## config.mk

```make
export PLATFORM = sky130hd
export DESIGN_NAME = packet_bitfield_extract_insert
export DESIGN_NICKNAME = d
export VERILOG_FILES = /design/src/hw/rtl/pbei_pkg.sv /design/src/hw/rtl/packet_bitfield_extract_insert.sv
export SDC_FILE = /design/constraint.sdc
export NUM_CORES = 2
export LEC_CHECK = 0
export BUFFER_PORTS_ARGS = -buffer_cell sky130_fd_sc_hd__buf_2
export CAP_MARGIN = 0
export CELL_PAD_IN_SITES_DETAIL_PLACEMENT = 2
export CELL_PAD_IN_SITES_GLOBAL_PLACEMENT = 2
export CORE_ASPECT_RATIO = 1.5
export CORE_UTILIZATION = 30
export CTS_CLUSTER_SIZE = 24
export DETAILED_ROUTE_END_ITERATION = 10
export PLACE_DENSITY = 0.59
export REMOVE_ABC_BUFFERS = 1
export SLEW_MARGIN = 20
export SYNTH_ARGS = -nofsm -noshare
export SYNTH_HDL_FRONTEND = slang
export SYNTH_SLANG_ARGS = --single-unit
```

## constraint.sdc

```tcl
create_clock -name clk -period 28.8 [get_ports clk]
set_input_delay 1.44 -clock clk [delete_from_list [all_inputs] [get_ports clk]]
set_output_delay 1.44 -clock clk [all_outputs]
set_load 0.02 [all_outputs]
```

## src/hw/rtl/pbei_pkg.sv

```systemverilog
// pbei_pkg: shared constants for the packet bit-field extract/insert block
// action and status codes, fixed field widths of the item ports
// no dependencies
`default_nettype none

package pbei_pkg;

  // fixed item field widths
  localparam int ACT_W    = 2;
  localparam int BADDR_W  = 8;
  localparam int BYTE_W   = 8;
  localparam int BOFS_W   = 11;
  localparam int FWID_W   = 7;
  localparam int VAL_W    = 64;
  localparam int STAT_W   = 2;

  // field window: up to nine bytes touched by one field
  localparam int WIN_W    = 72;
  // bytes-per-field counter and byte index widths
  localparam int NB_W     = 4;
  localparam int BIDX_W   = 9;

  // action codes
  localparam logic [ACT_W-1:0] ACT_WRITE   = 2'd0;
  localparam logic [ACT_W-1:0] ACT_READ    = 2'd1;
  localparam logic [ACT_W-1:0] ACT_EXTRACT = 2'd2;
  localparam logic [ACT_W-1:0] ACT_INSERT  = 2'd3;

  // status codes
  localparam logic [STAT_W-1:0] ST_OK    = 2'd0;
  localparam logic [STAT_W-1:0] ST_WIDTH = 2'd1;
  localparam logic [STAT_W-1:0] ST_END   = 2'd2;

endpackage

`default_nettype wire

```

## src/hw/rtl/packet_bitfield_extract_insert.sv

```systemverilog
// Packet buffer with MSB-first bit-field extract and insert.
// Input channel (in_*): one item per action: byte write, byte read, field extract or
//   field insert. Result channel (out_*): exactly one result item per input item.
// Bit 0 of the buffer is the MSB of byte 0; fields are 1 to MAX_FIELD_BITS bits.
// A field is handled one byte per cycle via the buffer's read and write ports:
//   extract reads from the first byte up, insert read-modify-writes last to first.
// Byte actions and refused fields (bad width, past end) go straight to the done
//   state; extract and insert first walk the nbytes buffer bytes that the field
//   touches (1 to 9).
// From the done state the result is loaded into an output register and shown on
//   out_valid; it is held there, and a new item is taken while it waits.
// When the receiver stalls, a finished item waits in its last stage until the
//   output register frees up, and no further item is accepted meanwhile.
// Reset (rst_n low, synchronous) clears the control state and out_valid; the
//   buffer contents are undefined until written.
// Depends on pbei_pkg.
`default_nettype none

module packet_bitfield_extract_insert #(
  parameter int BUFFER_BYTES   = 256,
  parameter int MAX_FIELD_BITS = 64
) (
  input  logic                             clk,
  input  logic                             rst_n,
  // input channel
  input  logic                             in_valid,
  output logic                             in_stall,
  input  logic [pbei_pkg::ACT_W-1:0]       in_action,
  input  logic [pbei_pkg::BADDR_W-1:0]     in_byte_addr,
  input  logic [pbei_pkg::BYTE_W-1:0]      in_byte_data,
  input  logic [pbei_pkg::BOFS_W-1:0]      in_bit_offset,
  input  logic [pbei_pkg::FWID_W-1:0]      in_field_width,
  input  logic [pbei_pkg::VAL_W-1:0]       in_insert_value,
  // result channel
  output logic                             out_valid,
  input  logic                             out_stall,
  output logic [pbei_pkg::VAL_W-1:0]       out_field_value,
  output logic [pbei_pkg::BYTE_W-1:0]      out_read_byte,
  output logic [pbei_pkg::FWID_W-1:0]      out_bits_done,
  output logic [pbei_pkg::STAT_W-1:0]      out_status
);
  import pbei_pkg::*;

  localparam int AW       = $clog2(BUFFER_BYTES);
  localparam int BUF_BITS = BUFFER_BYTES * 8;

  typedef enum logic [1:0] {S_IDLE, S_RUN, S_DONE} state_t;

  // control and item registers
  state_t              state_r;
  logic                out_valid_r;
  logic                rv_r;          // read data for pidx_r is in rdata_r
  logic                head_r;        // next processed byte is the field's first
  logic [ACT_W-1:0]    act_r;
  logic [STAT_W-1:0]   status_r;
  logic [FWID_W-1:0]   wid_r;
  logic [2:0]          tail_r;        // field end distance from LSB of last byte
  logic [2:0]          head_sh_r;     // field start bit within first byte
  logic [NB_W-1:0]     iss_left_r;
  logic [NB_W-1:0]     proc_left_r;
  logic [BIDX_W-1:0]   idx_r;         // next byte to read
  logic [BIDX_W-1:0]   pidx_r;        // byte being processed
  logic [WIN_W-1:0]    data_r;        // extract accumulator / insert value window
  logic [WIN_W-1:0]    msk_r;         // insert mask window

  // output registers
  logic [VAL_W-1:0]    out_fval_r;
  logic [BYTE_W-1:0]   out_rbyte_r;
  logic [FWID_W-1:0]   out_done_r;
  logic [STAT_W-1:0]   out_stat_r;

  // buffer
  logic [BYTE_W-1:0]   mem [BUFFER_BYTES];
  logic [BYTE_W-1:0]   rdata_r;
  logic                mem_we;
  logic [AW-1:0]       mem_wa;
  logic [BYTE_W-1:0]   mem_wd;
  logic                mem_re;
  logic [AW-1:0]       mem_ra;

  // accept-time decode
  logic                accept;
  logic                is_byte;
  logic                addr_bad;
  logic                wid_bad;
  logic                end_bad;
  logic [BOFS_W:0]     ofs_end;
  logic [BIDX_W-1:0]   first_b;
  logic [BIDX_W-1:0]   last_b;
  logic [NB_W-1:0]     nbytes;
  logic [2:0]          tail;
  logic [VAL_W-1:0]    wmask;
  logic [WIN_W-1:0]    val_win;
  logic [WIN_W-1:0]    msk_win;
  logic                issue;
  logic                out_free;
  logic [BYTE_W-1:0]   head_msk;
  logic [BYTE_W-1:0]   ext_byte;
  logic [BYTE_W-1:0]   ins_byte;

  assign in_stall        = (state_r != S_IDLE);
  assign accept          = in_valid && (state_r == S_IDLE);
  assign out_valid       = out_valid_r;
  assign out_field_value = out_fval_r;
  assign out_read_byte   = out_rbyte_r;
  assign out_bits_done   = out_done_r;
  assign out_status      = out_stat_r;
  assign out_free        = !out_valid_r || !out_stall;
  assign issue           = (state_r == S_RUN) && (iss_left_r != '0);

  // item decode: range checks and field window setup
  always_comb begin
    is_byte  = (in_action == ACT_WRITE) || (in_action == ACT_READ);
    addr_bad = 32'(in_byte_addr) >= 32'(BUFFER_BYTES);
    wid_bad  = (in_field_width == '0) || (32'(in_field_width) > 32'(MAX_FIELD_BITS));
    end_bad  = (32'(in_bit_offset) + 32'(in_field_width)) > 32'(BUF_BITS);
    ofs_end  = (BOFS_W+1)'(in_bit_offset) + (BOFS_W+1)'(in_field_width)
               - (BOFS_W+1)'(1);
    first_b  = BIDX_W'(in_bit_offset[BOFS_W-1:3]);
    last_b   = ofs_end[BOFS_W:3];
    nbytes   = NB_W'(last_b - first_b) + NB_W'(1);
    tail     = ~ofs_end[2:0];
    wmask    = ~({VAL_W{1'b1}} << in_field_width);
    val_win  = WIN_W'(in_insert_value & wmask) << tail;
    msk_win  = WIN_W'(wmask) << tail;
  end

  // per-byte datapath
  always_comb begin
    head_msk = head_r ? (8'hff >> head_sh_r) : 8'hff;
    ext_byte = rdata_r & head_msk;
    ins_byte = (rdata_r & ~msk_r[BYTE_W-1:0]) | (data_r[BYTE_W-1:0] & msk_r[BYTE_W-1:0]);
  end

  // buffer port selection
  always_comb begin
    mem_we = 1'b0;
    mem_wa = AW'(in_byte_addr);
    mem_wd = in_byte_data;
    mem_re = 1'b0;
    mem_ra = AW'(in_byte_addr);
    if (accept && (in_action == ACT_WRITE) && !addr_bad) begin
      mem_we = 1'b1;
    end else if ((state_r == S_RUN) && rv_r && (act_r == ACT_INSERT)) begin
      mem_we = 1'b1;
      mem_wa = AW'(pidx_r);
      mem_wd = ins_byte;
    end
    if (accept && (in_action == ACT_READ)) begin
      mem_re = 1'b1;
    end else if (issue) begin
      mem_re = 1'b1;
      mem_ra = AW'(idx_r);
    end
  end

  // packet buffer
  always_ff @(posedge clk) begin
    if (mem_we) begin
      mem[mem_wa] <= mem_wd;
    end
    if (mem_re) begin
      rdata_r <= mem[mem_ra];
    end
  end

  // sequencer and output register
  always_ff @(posedge clk) begin
    if (!rst_n) begin
      state_r     <= S_IDLE;
      out_valid_r <= 1'b0;
      rv_r        <= 1'b0;
    end else begin
      rv_r <= issue;
      // result taken while nothing new is being loaded
      if (out_valid_r && !out_stall && (state_r != S_DONE)) begin
        out_valid_r <= 1'b0;
      end
      unique case (state_r)
        S_IDLE: begin
          if (accept) begin
            act_r     <= in_action;
            wid_r     <= in_field_width;
            tail_r    <= tail;
            head_sh_r <= in_bit_offset[2:0];
            head_r    <= 1'b1;
            if (is_byte) begin
              status_r <= addr_bad ? ST_END : ST_OK;
              state_r  <= S_DONE;
            end else if (wid_bad) begin
              status_r <= ST_WIDTH;
              state_r  <= S_DONE;
            end else if (end_bad) begin
              status_r <= ST_END;
              state_r  <= S_DONE;
            end else begin
              status_r    <= ST_OK;
              state_r     <= S_RUN;
              iss_left_r  <= nbytes;
              proc_left_r <= nbytes;
              msk_r       <= msk_win;
              if (in_action == ACT_EXTRACT) begin
                idx_r  <= first_b;
                pidx_r <= first_b;
                data_r <= '0;
              end else begin
                idx_r  <= last_b;
                pidx_r <= last_b;
                data_r <= val_win;
              end
            end
          end
        end
        S_RUN: begin
          // read issue, one byte per cycle
          if (issue) begin
            iss_left_r <= iss_left_r - NB_W'(1);
            idx_r      <= (act_r == ACT_EXTRACT) ? idx_r + BIDX_W'(1) : idx_r - BIDX_W'(1);
          end
          // byte processing in the cycle after its read is issued
          if (rv_r) begin
            head_r      <= 1'b0;
            proc_left_r <= proc_left_r - NB_W'(1);
            if (act_r == ACT_EXTRACT) begin
              data_r <= {data_r[WIN_W-BYTE_W-1:0], ext_byte};
              pidx_r <= pidx_r + BIDX_W'(1);
            end else begin
              data_r <= data_r >> BYTE_W;
              msk_r  <= msk_r >> BYTE_W;
              pidx_r <= pidx_r - BIDX_W'(1);
            end
            if (proc_left_r == NB_W'(1)) begin
              state_r <= S_DONE;
            end
          end
        end
        S_DONE: begin
          if (out_free) begin
            out_valid_r <= 1'b1;
            out_stat_r  <= status_r;
            out_fval_r  <= ((status_r == ST_OK) && (act_r == ACT_EXTRACT)) ?
                           VAL_W'(data_r >> tail_r) : '0;
            out_rbyte_r <= ((status_r == ST_OK) && (act_r == ACT_READ)) ? rdata_r : '0;
            out_done_r  <= ((status_r == ST_OK) &&
                            ((act_r == ACT_EXTRACT) || (act_r == ACT_INSERT))) ? wid_r : '0;
            state_r     <= S_IDLE;
          end
        end
        default: begin
          state_r <= S_IDLE;
        end
      endcase
    end
  end

endmodule

`default_nettype wire

```

Yosys cells after proc, flatten, opt, wreduce, memory -nomap -nowiden
Memory sizes are Yosys's and may differ from the RTL's. A register that Yosys moved wholly into a read port is not among the register bits.
Index checks and enable logic that the tools add are counted.
Storage, ports and cells
  input port bits: 104
  bits in writable memories: 2048
  bits in registers: 273
  bits in read-only memories: 0
  word-level logic and storage cells: 160
  bits in latches: 0
  output and inout bits: 83
  memories: 1
Operators by class
  mux-type cells: 63
  add/sub/neg operators: 11
  magnitude comparators: 2
  reduce and logical (&&, ||, !) cells: 32
  equality and inequality tests: 18
  shift-type cells: 5
  div/mod/pow operators: 0
  multiply operators: 0
  bitwise logic cells: 8
Memories
  mem: depth 256, bits a word 8, rd ports 1, clocked after Yosys merged registers in 1, write ports 1, line packet_bitfield_extract_insert.sv:73  | logic [BYTE_W-1:0] mem [BUFFER_BYTES];
Operators with widths (number)
  $mux 72: 13
  $pmux 72 s2: 2
  $shl 64x3->72: 2
  $mux 9: 9
  $shr 72x3->64: 1
  $and 64x64->64: 1
  $not 64->64: 1
  $shl 64x7->64 const A: 1
  $mux 8: 7
  $pmux 9 s2: 2
  $add 11x7->12: 2
  $and 8x8->8: 3
  $mux 4: 6
  $add 9x1->9 const B: 2
  $ne 2x2->1 const B: 9
  $sub 9x1->9 const B: 2
  $mux 2: 8
  $pmux 4 s2: 2
  $reduce_and 7->1: 2
  $gt 12x12->1 const B: 1
  $mux 1: 12
  $sub 12x1->12 const B: 1
  $logic_and 1x1->1: 11
  $eq 2x2->1 const B: 4
  23 further kinds: 35

Longest topological paths before layout
  word-level depth: 10
  mapped depth: 18
  mapped depth without buffers: 17

Worst setup path before layout
No wires, ideal clock.
  kind: register to register
  start: register state_r[0]
  end: memory mem[0][5], data pin
  cell stages (with the launch flop): 9
  library setup time: 2.187 ns
  path slack: 15.121 ns
  arrival time: 11.492 ns
  clock period less this slack: 13.679 ns
  required time: 26.613 ns
  buffers on the path: 4
  path through: dfxtp_1 nor2b_1 buf_4 inv_4 or2_2 clkbuf_1 clkbuf_1 clkbuf_1 o21ai_0
Between the ends
  longest elaborated chain between the ends: 5
  elaborated cells on any way between the ends: 8
  classes of those cells: 1 x eq/ne; 2 x mux; 5 x reduce/logical
Ends and longest elaborated chain
  from (decl): line packet_bitfield_extract_insert.sv:50  | state_t state_r;
  from (signal assigned): line packet_bitfield_extract_insert.sv:170  | state_r <= S_IDLE;
  from (signal assigned): line packet_bitfield_extract_insert.sv:189  | state_r <= S_DONE;
  from (signal assigned): line packet_bitfield_extract_insert.sv:192  | state_r <= S_DONE;
  $eq 2x1->1: line packet_bitfield_extract_insert.sv:144  | end else if ((state_r == S_RUN) && rv_r && (act_r == ACT_INSERT)) begin
  $logic_and 1x1->1 (2 in series): line packet_bitfield_extract_insert.sv:144
  $mux 8: line packet_bitfield_extract_insert.sv:144
  $mux 8 (*): line packet_bitfield_extract_insert.sv:142  | if (accept && (in_action == ACT_WRITE) && !addr_bad) begin
  net mem_wd[5]: line packet_bitfield_extract_insert.sv:77  | logic [BYTE_W-1:0] mem_wd;
  to (decl): line packet_bitfield_extract_insert.sv:73
Mark *: on every way through the listed nets, which the timed path passes. The rest lies on a longest branch.

Worst setup path after layout
  start: register state_r[0]
  end: register rdata_r[4], read port of mem, data pin
Between the ends
  longest elaborated chain between the ends: 4
  elaborated cells on any way between the ends: 9
  classes of those cells: 1 x eq/ne; 4 x mux; 4 x reduce/logical
Ends and longest elaborated chain
  $eq 2x1->1 or $logic_not 2->1 (tied branches): line packet_bitfield_extract_insert.sv:109, packet_bitfield_extract_insert.sv:102
  $logic_and 1x1->1 (on tied branches): line packet_bitfield_extract_insert.sv:109, packet_bitfield_extract_insert.sv:102
  $mux 8, or another cell as far along: line packet_bitfield_extract_insert.sv:151  | end else if (issue) begin
  $mux 8 or $mux 1 (tied branches): line packet_bitfield_extract_insert.sv:149  | if (accept && (in_action == ACT_READ)) begin
  to (decl): line packet_bitfield_extract_insert.sv:74  | logic [BYTE_W-1:0] rdata_r;
Several ways; a longest one is shown, not always the timed one.
A chain may end at the register's enable or synchronous reset.

==> impl_metrics.ini <==
[min_path]
holdCritStartpoint = msk_r[52]
holdCritPathClass = reg2reg
hold_depth = 2
hold_end = msk_r[44]

[clock_tree]
post_cts.repair.setup_buffers = 0
cts.repair.resized = 0
h-tree-depth = 4
cts_buffer_depth = 4
cts-root-buf = clkbuf_16
cts_num_sinks = 2326
numCtsBuffers = 234
clkTransAtPathRegs_ns = 0.07
hold_buffers = 0
cts_tree = done
clk-insertion-delay-late_ns = 0.96

[placement]
port_buffers = 186
gp_congestion = 0.927
preCtsSetupSlack_ns = 20.88
hpwl_um = 259000
dpl_cell_area_um2 = 108000

[cells_and_area]
finalNetCount = 8205
design_area_um2 = 115000
multi_input_area_um2 = 29600
syn2layout_area_growth_pct = 12.9
fill_cells = 35100
final_util_pct = 34.1
drive_gt1_share_pct = 10.5
regArea_um2 = 69800

[drt]
routed_wl_um = 411000
ant_nets = 0
routedWlPerCell_um = 32.2
num_vias = 70100
remaining_drc_errors = 130
drt_iter0_markers = 5185
vias_per_cell = 5.50
dr.pass1.iters = 8

[power]
leakagePower_uw = 0.0386
power_density_nw_per_um2 = 67.5
power_uw = 7770
ir_worst_vdd_uv = 46.7

[synth]
synth_cell_type_count = 88
syn_area_per_cell_um2 = 12.7
ys_warn_count = 0
synth-seq-cells = 2326
ys_seq_area_share_pct = 68.5
synthCells = 8017
synth_flop_cell = edfxtp_1
async_flop_share_pct = 0
synth_edf_count = 2322
syn_area_um2 = 102000

[global_routing]
track_usage_pct = 23.5
antenna_found_initial = 23
grt_remaining_overflow = 0
grt_pass1_wl_um = 578000
first_global_vias = 75400
grt_max_degree = 183

[worst_setup_path]
cp_cell_sequence = nor2b_4 > inv_4 > o21ai_1 > and2_4 > buf_4 > buf_4 > buf_12 > buf_4 > mux2i_1 > o221ai_1 > a31oi_1 > nor3_1 > or3_1 > o31ai_1 > nor4_1
r2r_start = state_r[0]
crit_path_max_incr_delay_ns = 0.83
path_delay_family = buffers and inverters
cp_max_fo = 100
cp_slowest_cell = o31ai_1
cpMostUsedCell = buf_4
r2r_slack_ns = 20.95
path_class = reg2reg
rr_worst_depth = 15
cp-startpoint = state_r[0]
regToRegEndpoint = rdata_r[4]
worstPathRequired_ns = 29.45
worstSetupStartpointType = flip-flop
cp_num_buf_inv = 5
endpoint_kind = flip-flop
arrival_ns = 8.50

[sta]
finalMaxSlewViolations = 0
fmax_ghz = 0.127
finalSetupTns_ns = 0
finalCriticalPeriod_ns = 7.85
finalClockSkew_ns = 0.0810
setup_ws_ns = 20.95
setup_viol = 0
relSlewSlack_pct = 18.0
rsz0062_at_grt = no
worst_slew_pin_slew_ns = 1.23
finalCritPeriodShare_pct = 27.3
hold_viol = 0

[floorplan]
die_h_um = 716
die-area_um2 = 342000
rows = 261
start_util_pct = 30.2
coreArea_um2 = 338000
die-width_um = 478
io_pins = 187

[flow_run]
drv_cap = 0

[run_status]
violations = design-rule violations
outcome = complete, but fails checks
-- cell usage in the layout, fill, tap and decap left out, drive strengths merged, types with 98 or more instances in the layout --
cell    instances
a21oi         419
nand3         444
clkbuf        289
nand2        1705
mux2i         519
a31oi         133
nor2          507
edfxtp       2322
clkinv         98
o221ai        145
nor3          127
and3          100
buf           352
o21ai         289
-- worst register-to-register path: stages, from the launching register on --
cell and delay, ns:
dfxtp_1 0.40, nor2b_4 0.74, inv_4 0.51, o21ai_1 0.42
and2_4 0.61, buf_4 0.66, buf_4 0.72, buf_12 0.43
buf_4 0.90, mux2i_1 0.33, o221ai_1 0.17, a31oi_1 0.23
nor3_1 0.11, or3_1 0.42, o31ai_1 0.83, nor4_1 0.10
-- stage by stage --
| step | instances | hold slack [ns] |
|---|---|---|
| after CTS | 12700 | 0.501 |
| after floorplan | 7463 | 0.452 |
| final | 12700 | 0.509 |
| after global routing | 12700 | 0.508 |
| after global placement | 12300 | 0.489 |
| after detailed placement | 12300 | 0.509 |
-- cell type report --
type,instances,share of cell area (%)
sequential,2326,60.6
multi-input combinational,5078,25.7
clock buffer,289,5.28
tap,4471,4.86
timing repair buffer,352,2.08
clock inverter,138,1.14
inverter,59,0.196
antenna,34,0.0739
-- cell families (layout without fill, tap and decap cells) --
kind of cell	after synthesis	after routing	synth area share, %
fa+ha+maj	50	50	0.650
simple gates	3032	3032	12.6
flops	2326	2326	68.5
compound gates	1357	1357	8.40
other cells	0	34	0
buf+inv	613	838	2.93
mux	605	605	6.72
xor+xnor	34	34	0.292
-- report_power, final --
| part | switching, µW | leakage (µW) | total (µW) | internal (µW) |
|---|---|---|---|---|
| logic | 654 | 0.0141 | 894 | 239 |
| registers | 19.8 | 0.0209 | 3780 | 3760 |
| clock network | 1390 | 0.00359 | 3090 | 1700 |
| total | 2070 | 0.0386 | 7770 | 5700 |
-- state kept, by name (all words and copies together), names as in the netlist, 2 cells and up --
register and count:
out_read_byte 8, out_bits_done 7, iss_left_r 4, out_status 2, data_r 72, head_sh_r 3
proc_left_r 4, mem 2048, idx_r 8, tail_r 3, pidx_r 8, msk_r 71
out_field_value 64, state_r 2, rdata_r 8, act_r 2, wid_r 7, status_r 2
-- Yosys cell counts, types with 29 or more instances --
library cell | number | area [µm²]
buf_6 | 32 | 360
edfxtp_1 | 2322 | 69700
nor3_1 | 127 | 636
o221ai_1 | 143 | 1250
nor2_1 | 506 | 1900
o22ai_1 | 92 | 576
inv_1 | 56 | 210
a31oi_1 | 130 | 813
mux2i_1 | 519 | 5190
mux4_2 | 61 | 1370
a211oi_1 | 44 | 330
nand4_1 | 44 | 275
buf_4 | 50 | 375
clkbuf_1 | 230 | 863
nand2_1 | 1704 | 6400
ha_1 | 45 | 563
and3_1 | 100 | 626
buf_2 | 163 | 816
a311oi_1 | 29 | 254
o21ai_0 | 282 | 1410
buf_1 | 75 | 282
nand3_1 | 442 | 2210
a21oi_1 | 418 | 2090
-- worst max-delay path by stage --
| stage | endpoint | cells after the start | slack, ns |
|---|---|---|---|
| floorplan | rdata_r[7] | 11 | 1.79 |
| detailed placement | rdata_r[4] | 15 | 20.88 |
| finish | rdata_r[4] | 15 | 20.95 |
| global placement | rdata_r[4] | 15 | 20.95 |
| global route | rdata_r[4] | 15 | 20.59 |
| CTS | rdata_r[4] | 15 | 20.90 |
-- routing by layer --
| metal | track usage (%) | wire length, µm | vias up |
|---|---|---|---|
| met4 | 12.7 | 24200 | 0 |
| li1 | - | - | 30100 |
| met3 | 2.53 | 15500 | 697 |
| met5 | 0 | 0 | - |
| met1 | 26.9 | 158000 | 37500 |
| met2 | 42.6 | 213000 | 1831 |
Note: power is estimated with default switching activity, not from simulation.
